File: src/sv/sha1md_pkg.sv
// ----------------------------------------------------------------------------
// sha1md_pkg
// Shared types, constants and round functions of the SHA-1 byte-stream hasher.
// ----------------------------------------------------------------------------
package sha1md_pkg;

  localparam int unsigned WORD_W      = 32;
  localparam int unsigned SCHED_DEPTH = 16;
  localparam int unsigned DIGEST_WDS  = 5;

  typedef logic [WORD_W-1:0] word_t;
  typedef logic [DIGEST_WDS-1:0][WORD_W-1:0] digest_t;

  // commands carried by an input item
  localparam logic CMD_APPEND = 1'b0;
  localparam logic CMD_FINISH = 1'b1;

  localparam logic [7:0] PAD_MARK      = 8'h80;
  localparam logic [3:0] LEN_WORD_HI   = 4'd14;
  localparam logic [3:0] LEN_WORD_LO   = 4'd15;
  localparam logic [6:0] SCHED_ROUNDS  = 7'd16;
  localparam logic [6:0] LAST_ROUND    = 7'd79;
  localparam logic [2:0] LAST_WORD_IDX = 3'd4;

  localparam digest_t INIT_VECTOR = {32'hC3D2E1F0, 32'h10325476, 32'h98BADCFE,
                                     32'hEFCDAB89, 32'h67452301};

  typedef struct packed {
    logic       command;
    logic [7:0] data_byte;
  } msg_t;

  typedef struct packed {
    logic [31:0] digest_word;
    logic [2:0]  word_index;
    logic        last_word;
  } dig_t;

  // round function by round group
  function automatic word_t round_f(input logic [6:0] rnd, input word_t b,
                                    input word_t c, input word_t d);
    word_t res;
    if (rnd < 7'd20) begin
      res = (b & c) | (~b & d);
    end else if (rnd < 7'd40) begin
      res = b ^ c ^ d;
    end else if (rnd < 7'd60) begin
      res = (b & c) | (b & d) | (c & d);
    end else begin
      res = b ^ c ^ d;
    end
    return res;
  endfunction

  // additive constant by round group
  function automatic word_t round_k(input logic [6:0] rnd);
    word_t res;
    if (rnd < 7'd20) begin
      res = 32'h5A827999;
    end else if (rnd < 7'd40) begin
      res = 32'h6ED9EBA1;
    end else if (rnd < 7'd60) begin
      res = 32'h8F1BBCDC;
    end else begin
      res = 32'hCA62C1D6;
    end
    return res;
  endfunction

endpackage

File: src/sv/sha1md_ram.sv
// ----------------------------------------------------------------------------
// sha1md_ram
// Generic RAM: one write port, two read ports, read data registered.
// ----------------------------------------------------------------------------
module sha1md_ram #(
  parameter int unsigned WIDTH = 32,
  parameter int unsigned DEPTH = 16
) (
  input  logic                     clk,
  input  logic                     we,
  input  logic [$clog2(DEPTH)-1:0] waddr,
  input  logic [WIDTH-1:0]         wdata,
  input  logic [$clog2(DEPTH)-1:0] raddr0,
  input  logic [$clog2(DEPTH)-1:0] raddr1,
  output logic [WIDTH-1:0]         rdata0,
  output logic [WIDTH-1:0]         rdata1
);

  logic [WIDTH-1:0] mem [DEPTH];

  always_ff @(posedge clk) begin
    if (we) begin
      mem[waddr] <= wdata;
    end
    rdata0 <= mem[raddr0];
    rdata1 <= mem[raddr1];
  end

endmodule

File: src/sv/sha1md_emit.sv
// ----------------------------------------------------------------------------
// sha1md_emit
// Digest output buffer: holds the five words and hands them out in order.
// ----------------------------------------------------------------------------
module sha1md_emit (
  input  logic                 clk,
  input  logic                 rst,
  input  logic                 load,
  input  sha1md_pkg::digest_t  words_in,
  output logic                 busy,
  output logic                 dig_valid,
  input  logic                 dig_stall,
  output sha1md_pkg::dig_t     dig
);

  sha1md_pkg::digest_t words;
  logic [2:0]          idx;
  logic                valid;
  logic                take;

  assign take      = valid && !dig_stall;
  assign busy      = valid;
  assign dig_valid = valid;

  // head word goes out
  assign dig.digest_word = words[0];
  assign dig.word_index  = idx;
  assign dig.last_word   = (idx == sha1md_pkg::LAST_WORD_IDX);

  always_ff @(posedge clk) begin
    if (rst) begin
      valid <= 1'b0;
      idx   <= '0;
    end else if (load) begin
      valid <= 1'b1;
      idx   <= '0;
      words <= words_in;
    end else if (take) begin
      // shift the next word to the head
      for (int i = 0; i < 4; i++) begin
        words[i] <= words[i+1];
      end
      idx <= idx + 3'd1;
      if (idx == sha1md_pkg::LAST_WORD_IDX) begin
        valid <= 1'b0;
      end
    end
  end

endmodule

File: src/sv/sha1_message_digest.sv
// ----------------------------------------------------------------------------
// sha1_message_digest
// Streaming SHA-1 hasher, one message byte per input item.
// ----------------------------------------------------------------------------
// Input channel msg (msg_valid / msg_stall): command append carries one byte,
// command finish pads the message and produces the digest.
// Output channel dig (dig_valid / dig_stall): five 32-bit digest words,
// word_index 0 to 4, last_word set on the fifth.
// The 64th byte of a block starts the compression: the schedule memory is
// primed, 80 rounds run at one per cycle, then the result is folded into the
// chaining value; the input stalls throughout.
// A finish writes the padding words one per cycle (up to 16), compresses, and
// when fewer than 9 bytes were free, pads and compresses a second block. The
// digest then moves into an output buffer and the hasher returns to the
// initial vector, taking items again while the words drain.
// The round count of the single shared round unit sets the rate.
// A stalled receiver holds the output buffer; a further digest waits, with the
// input stalled, until the buffer is empty. Reset clears the fill and block
// counts, loads the initial vector and empties the output buffer.
// ----------------------------------------------------------------------------
module sha1_message_digest (
  input  logic              clk,
  input  logic              rst,
  input  logic              msg_valid,
  output logic              msg_stall,
  input  sha1md_pkg::msg_t  msg,
  output logic              dig_valid,
  input  logic              dig_stall,
  output sha1md_pkg::dig_t  dig
);

  typedef enum logic [2:0] {
    S_IDLE, S_PAD, S_PRIME, S_ROUND, S_FOLD, S_FINAL
  } state_t;

  localparam int unsigned AW = $clog2(sha1md_pkg::SCHED_DEPTH);

  state_t               state;
  logic [5:0]           fill;
  logic [23:0]          pack;
  logic [54:0]          blk_cnt;
  sha1md_pkg::digest_t  chain;
  sha1md_pkg::word_t    va, vb, vc, vd, ve;
  logic [6:0]           rnd;
  logic [3:0]           widx;
  logic                 fin;
  logic                 extra;
  logic                 second;
  logic [63:0]          len_bits;

  logic                 accept;
  logic [AW-1:0]        rd_base;
  logic [AW-1:0]        ra0, ra1, rb0, rb1;
  sha1md_pkg::word_t    rda0, rda1, rdb0, rdb1;
  sha1md_pkg::word_t    w_mix, w_exp, w_cur, t_sum;
  sha1md_pkg::word_t    mark_word, pad_word;
  logic                 we;
  logic [AW-1:0]        waddr;
  sha1md_pkg::word_t    wdata;
  logic                 emit_busy;
  logic                 emit_load;

  assign msg_stall = (state != S_IDLE);
  assign accept    = msg_valid && (state == S_IDLE);
  assign emit_load = (state == S_FINAL) && !emit_busy;

  // schedule reads are issued one round ahead
  assign rd_base = (state == S_PRIME) ? '0 : (rnd[AW-1:0] + AW'(1));
  assign ra0 = rd_base;
  assign ra1 = rd_base + AW'(2);
  assign rb0 = rd_base + AW'(8);
  assign rb1 = rd_base + AW'(13);

  // message expansion and round sum
  assign w_mix = rda0 ^ rda1 ^ rdb0 ^ rdb1;
  assign w_exp = {w_mix[30:0], w_mix[31]};
  assign w_cur = (rnd < sha1md_pkg::SCHED_ROUNDS) ? rda0 : w_exp;
  assign t_sum = {va[26:0], va[31:27]} + sha1md_pkg::round_f(rnd, vb, vc, vd)
               + ve + sha1md_pkg::round_k(rnd) + w_cur;

  // word holding the last partial bytes and the pad marker
  always_comb begin
    case (fill[1:0])
      2'd0:    mark_word = {sha1md_pkg::PAD_MARK, 24'h000000};
      2'd1:    mark_word = {pack[7:0], sha1md_pkg::PAD_MARK, 16'h0000};
      2'd2:    mark_word = {pack[15:0], sha1md_pkg::PAD_MARK, 8'h00};
      2'd3:    mark_word = {pack[23:0], sha1md_pkg::PAD_MARK};
      default: mark_word = '0;
    endcase
  end

  // padding word for the current slot
  always_comb begin
    pad_word = '0;
    if (!second && (widx == fill[5:2])) begin
      pad_word = mark_word;
    end else if (second || !extra) begin
      if (widx == sha1md_pkg::LEN_WORD_HI) begin
        pad_word = len_bits[63:32];
      end else if (widx == sha1md_pkg::LEN_WORD_LO) begin
        pad_word = len_bits[31:0];
      end
    end
  end

  // schedule memory write port
  always_comb begin
    we    = 1'b0;
    waddr = '0;
    wdata = '0;
    if (accept && (msg.command == sha1md_pkg::CMD_APPEND) && (fill[1:0] == 2'd3)) begin
      we    = 1'b1;
      waddr = fill[5:2];
      wdata = {pack, msg.data_byte};
    end else if (state == S_PAD) begin
      we    = 1'b1;
      waddr = widx;
      wdata = pad_word;
    end else if ((state == S_ROUND) && (rnd >= sha1md_pkg::SCHED_ROUNDS)) begin
      we    = 1'b1;
      waddr = rnd[AW-1:0];
      wdata = w_exp;
    end
  end

  // two copies of the schedule window give four reads per round
  sha1md_ram #(
    .WIDTH (sha1md_pkg::WORD_W),
    .DEPTH (sha1md_pkg::SCHED_DEPTH)
  ) u_sched_a (
    .clk    (clk),
    .we     (we),
    .waddr  (waddr),
    .wdata  (wdata),
    .raddr0 (ra0),
    .raddr1 (ra1),
    .rdata0 (rda0),
    .rdata1 (rda1)
  );

  sha1md_ram #(
    .WIDTH (sha1md_pkg::WORD_W),
    .DEPTH (sha1md_pkg::SCHED_DEPTH)
  ) u_sched_b (
    .clk    (clk),
    .we     (we),
    .waddr  (waddr),
    .wdata  (wdata),
    .raddr0 (rb0),
    .raddr1 (rb1),
    .rdata0 (rdb0),
    .rdata1 (rdb1)
  );

  // sequencer
  always_ff @(posedge clk) begin
    if (rst) begin
      state   <= S_IDLE;
      fill    <= '0;
      blk_cnt <= '0;
      chain   <= sha1md_pkg::INIT_VECTOR;
      fin     <= 1'b0;
      second  <= 1'b0;
      rnd     <= '0;
      widx    <= '0;
    end else begin
      case (state)
        S_IDLE: begin
          if (accept) begin
            if (msg.command == sha1md_pkg::CMD_APPEND) begin
              pack <= {pack[15:0], msg.data_byte};
              fill <= fill + 6'd1;
              if (fill == 6'd63) begin
                fin   <= 1'b0;
                state <= S_PRIME;
              end
            end else begin
              fin      <= 1'b1;
              second   <= 1'b0;
              extra    <= (fill[5:3] == 3'b111);
              len_bits <= {blk_cnt, fill, 3'b000};
              widx     <= fill[5:2];
              state    <= S_PAD;
            end
          end
        end
        S_PAD: begin
          widx <= widx + 4'd1;
          if (widx == sha1md_pkg::LEN_WORD_LO) begin
            state <= S_PRIME;
          end
        end
        S_PRIME: begin
          va    <= chain[0];
          vb    <= chain[1];
          vc    <= chain[2];
          vd    <= chain[3];
          ve    <= chain[4];
          rnd   <= '0;
          state <= S_ROUND;
        end
        S_ROUND: begin
          va  <= t_sum;
          vb  <= va;
          vc  <= {vb[1:0], vb[31:2]};
          vd  <= vc;
          ve  <= vd;
          rnd <= rnd + 7'd1;
          if (rnd == sha1md_pkg::LAST_ROUND) begin
            state <= S_FOLD;
          end
        end
        S_FOLD: begin
          chain[0] <= chain[0] + va;
          chain[1] <= chain[1] + vb;
          chain[2] <= chain[2] + vc;
          chain[3] <= chain[3] + vd;
          chain[4] <= chain[4] + ve;
          blk_cnt  <= blk_cnt + 55'd1;
          if (!fin) begin
            state <= S_IDLE;
          end else if (extra && !second) begin
            second <= 1'b1;
            widx   <= '0;
            state  <= S_PAD;
          end else begin
            state <= S_FINAL;
          end
        end
        S_FINAL: begin
          if (!emit_busy) begin
            chain   <= sha1md_pkg::INIT_VECTOR;
            blk_cnt <= '0;
            fill    <= '0;
            fin     <= 1'b0;
            state   <= S_IDLE;
          end
        end
        default: state <= S_IDLE;
      endcase
    end
  end

  sha1md_emit u_emit (
    .clk       (clk),
    .rst       (rst),
    .load      (emit_load),
    .words_in  (chain),
    .busy      (emit_busy),
    .dig_valid (dig_valid),
    .dig_stall (dig_stall),
    .dig       (dig)
  );

endmodule

File: config.mk
export PLATFORM = sky130hd
export DESIGN_NAME = sha1_message_digest
export DESIGN_NICKNAME = d
export VERILOG_FILES = /design/src/sv/sha1md_pkg.sv /design/src/sv/sha1md_ram.sv /design/src/sv/sha1md_emit.sv /design/src/sv/sha1_message_digest.sv
export SDC_FILE = /design/constraint.sdc
export NUM_CORES = 2
export LEC_CHECK = 0
export BUFFER_PORTS_ARGS = -buffer_cell sky130_fd_sc_hd__buf_2
export CAP_MARGIN = 20
export CORE_ASPECT_RATIO = 1.25
export CORE_UTILIZATION = 35
export DETAILED_ROUTE_END_ITERATION = 16
export HOLD_SLACK_MARGIN = 0.05
export PLACE_DENSITY_LB_ADDON = 0.15
export SETUP_SLACK_MARGIN = 0.05
export SYNTH_ARGS = -nofsm -noshare
export SYNTH_HDL_FRONTEND = slang
export SYNTH_SLANG_ARGS = --single-unit
export TNS_END_PERCENT = 1
File: constraint.sdc
create_clock -name clk -period 10 [get_ports clk]
set_input_delay 1 -clock clk [delete_from_list [all_inputs] [get_ports clk]]
set_output_delay 1 -clock clk [all_outputs]
set_load 0.005 [all_outputs]
==> impl_metrics.json <==
{
  "ys_seq_area_share_pct": 48.7,
  "post_cts_resized": 0,
  "final_cells": 10000,
  "async_flop_share_pct": 0,
  "synth_edf_count": 918,
  "gp_congestion": 0.913,
  "finalMaxSlewViolations": 0,
  "fin_nets": 7522,
  "dp_hpwl_um": 160000,
  "port_buffers": 50,
  "drive_gt1_share_pct": 9.38,
  "worst_ep_required_time_ns": 10.53,
  "start_util_pct": 35.2,
  "yosysTopAreaCell": "edfxtp_1",
  "wl_met2_um": 121000,
  "synthCells": 7338,
  "syn_nets": 7682,
  "post-route-period-util_pct": 71.4,
  "wl_met3_um": 12100,
  "hold_violations": 0,
  "synthFlopType": "edfxtp_1",
  "syn_area_per_cell_um2": 9.77,
  "arrival_ns": 7.67,
  "synth_top_area_share_pct": 38.4,
  "first_pass_iters": 8,
  "cpPeakStageDelay_ns": 0.77,
  "grt_pass1_vias": 54400,
  "powerDensity_nw_per_um2": 243,
  "wl_met1_um": 101000,
  "fmax_mhz": 140,
  "hp-class": "primary input to flip-flop",
  "crit_slowest_cell": "inv_1",
  "maxCapViolations": 0,
  "crit_type": "flip-flop to flip-flop",
  "first_iter_violations": 4701,
  "p_total_mw": 19.3,
  "dp_slack_ns": 2.88,
  "finalClockSkew_ns": 0.0364,
  "die_w_um": 407,
  "ff_latch_area_um2": 35000,
  "crit_chain": "a41oi_1, nand2_1, buf_4, inv_1, nor2_2, buf_4, a221oi_1, fa_1, fa_1, inv_1, ha_1, inv_1, fa_1, nor2b_1, o21a_1, o2111ai_1, a21oi_1, a221o_1, a31oi_1, o21ai_1, a21oi_1, xnor2_1, o21ai_1",
  "routed.top_layer": "met5",
  "path_max_fanout": 20,
  "antenna_found_initial": 11,
  "cts_root_buf": "clkbuf_16",
  "routed_wl_um": 246000,
  "setup_violations": 0,
  "cts_buffers": 146,
  "ant_nets": 0,
  "nFillCells": 20000,
  "synthTopCellsByArea": "edfxtp_1 (38%), nand2_1 (11%), dfxtp_1 (10%), mux4_2 (5.0%), nand3_1 (4.2%)",
  "io_pins": 51,
  "ys_ff_latch": 1287,
  "end_kind": "flip-flop",
  "ys_types": 84,
  "clk_pin_slew_ns": 0.06,
  "setup_slack_ns": 2.86,
  "overflow": 0,
  "avgViaCountPerCell": 5.52,
  "grt_pass1_wl_um": 362000,
  "grt_max_degree": 219,
  "period_minus_slack_ns": 7.14,
  "p_leak_nw": 29.9,
  "critPathTopFamily": "compound AO/OA/AOI/OAI gates",
  "wl_per_cell_um": 24.6,
  "vias": 55300,
  "area_growth_pct": 11.1,
  "core_um2": 203000,
  "ir_worst_vdd_mv": 0.232,
  "tns_ns": 0,
  "cts_setup_buffers": 0,
  "yosys-top-cells-count": "nand2_1 (2056), edfxtp_1 (918), nand3_1 (603)",
  "rsz0062_at_grt": "false",
  "dieArea_um2": 207000,
  "cts_max_level": 4,
  "dp.cells": 9738,
  "num_rows": 185,
  "die_h_um": 508,
  "yosysWarnings": 0,
  "cts.sinks": 1287,
  "maxSlewHeadroom_pct": 7.81,
  "drc": 0,
  "multi_input_area_um2": 34300,
  "whs_ns": 0.402,
  "clockBufferDepth": 3,
  "cts_hold_buf": 0,
  "cp_num_buf_inv": 5,
  "synth_area_um2": 71700,
  "clk_latency_ns": 0.81,
  "grt_use_total_pct": 23.6,
  "cts_tree": "done",
  "worst_pin_slew_ns": 1.38,
  "yosysMostFrequentCell": "nand2_1",
  "outcome": "complete, no violations",
  "cp-start-kind": "flip-flop"
}
## layout make-up
type / instances / share of cell area [%]
Inverter: 241 / 1.16
Clock buffer: 203 / 5.31
Multi-Input combinational cell: 5352 / 43.1
Antenna cell: 5 / 0.0157
Clock inverter: 69 / 0.893
Sequential cell: 1287 / 43.9
Timing Repair Buffer: 150 / 1.43
Tap cell: 2711 / 4.26
## cells by family after synthesis
logic type	share of synthesized area [%]
AOI/OAI and AO/OA	10.2
buffers and inverters	3.88
adders and majority gates	7.08
muxes	6.61
xor gates and xnor gates	3.74
and+or+nand+nor	19.7
DFF	48.7
## layer usage
metal	vias to the layer above	global-route usage [%]
met1	27400	29.3
met5	-	0
met4	12	11.4
met3	484	3.14
met2	1696	40.3
li1	25700	-
## path summary, 6_finish.rpt
check / startpoint / to / slack [ns] / depth (start not counted)
worst max-delay path: rnd[3] / va[31] / 2.86 / 23
worst min-delay path: msg[4] / pack[4] / 0.40 / 1
worst max register to register: rnd[3] / va[31] / 2.86 / 23
worst min register to register: blk_cnt[54] / len_bits[63] / 0.45 / 0
## sequential cells by signal (all words and copies together), names as in the netlist, 3 cells and up
register and flops:
fill 6, ve 32, pack 24, widx 4
len_bits 61, vd 32, vb 32, u_emit.dig 32
u_emit.words 128, u_sched_a.rdata1 32, vc 32, state 3
va 32, u_sched_b.mem 512, u_sched_a.rdata0 32, chain 160
u_emit.idx 3, u_sched_b.rdata0 32, u_sched_b.rdata1 32, rnd 7
blk_cnt 55
## metrics by stage
stage	util, %	area [um2]
after CTS	39.1	79600
after floorplan	-	71700
after global routing	39.2	79700
after global placement	36.7	74700
final	39.2	79700
after detailed placement	36.7	74700
## cell usage in the layout (no fill, tap or decap), types with 72 or more instances in the layout
cell and instances:
and3_1 92, edfxtp_1 918, fa_1 125, inv_1 235, a311oi_1 100, ha_1 204, dfxtp_1 369, clkbuf_16 155
xnor2_1 207, buf_4 89, mux4_2 160, o21ai_0 160, nor2_1 296, nand2_1 2051, a21o_1 84, xor2_1 96
o21ai_1 72, nand3_1 603, a21oi_1 273
## power by group
group	internal, mW	leakage (nW)	switching (mW)	total [mW]
Sequential	6.15	10.8	0.332	6.48
Clock	3.26	2.42	2.34	5.59
Combinational	2.94	16.7	4.33	7.27
(Power assumes the default switching activity.)
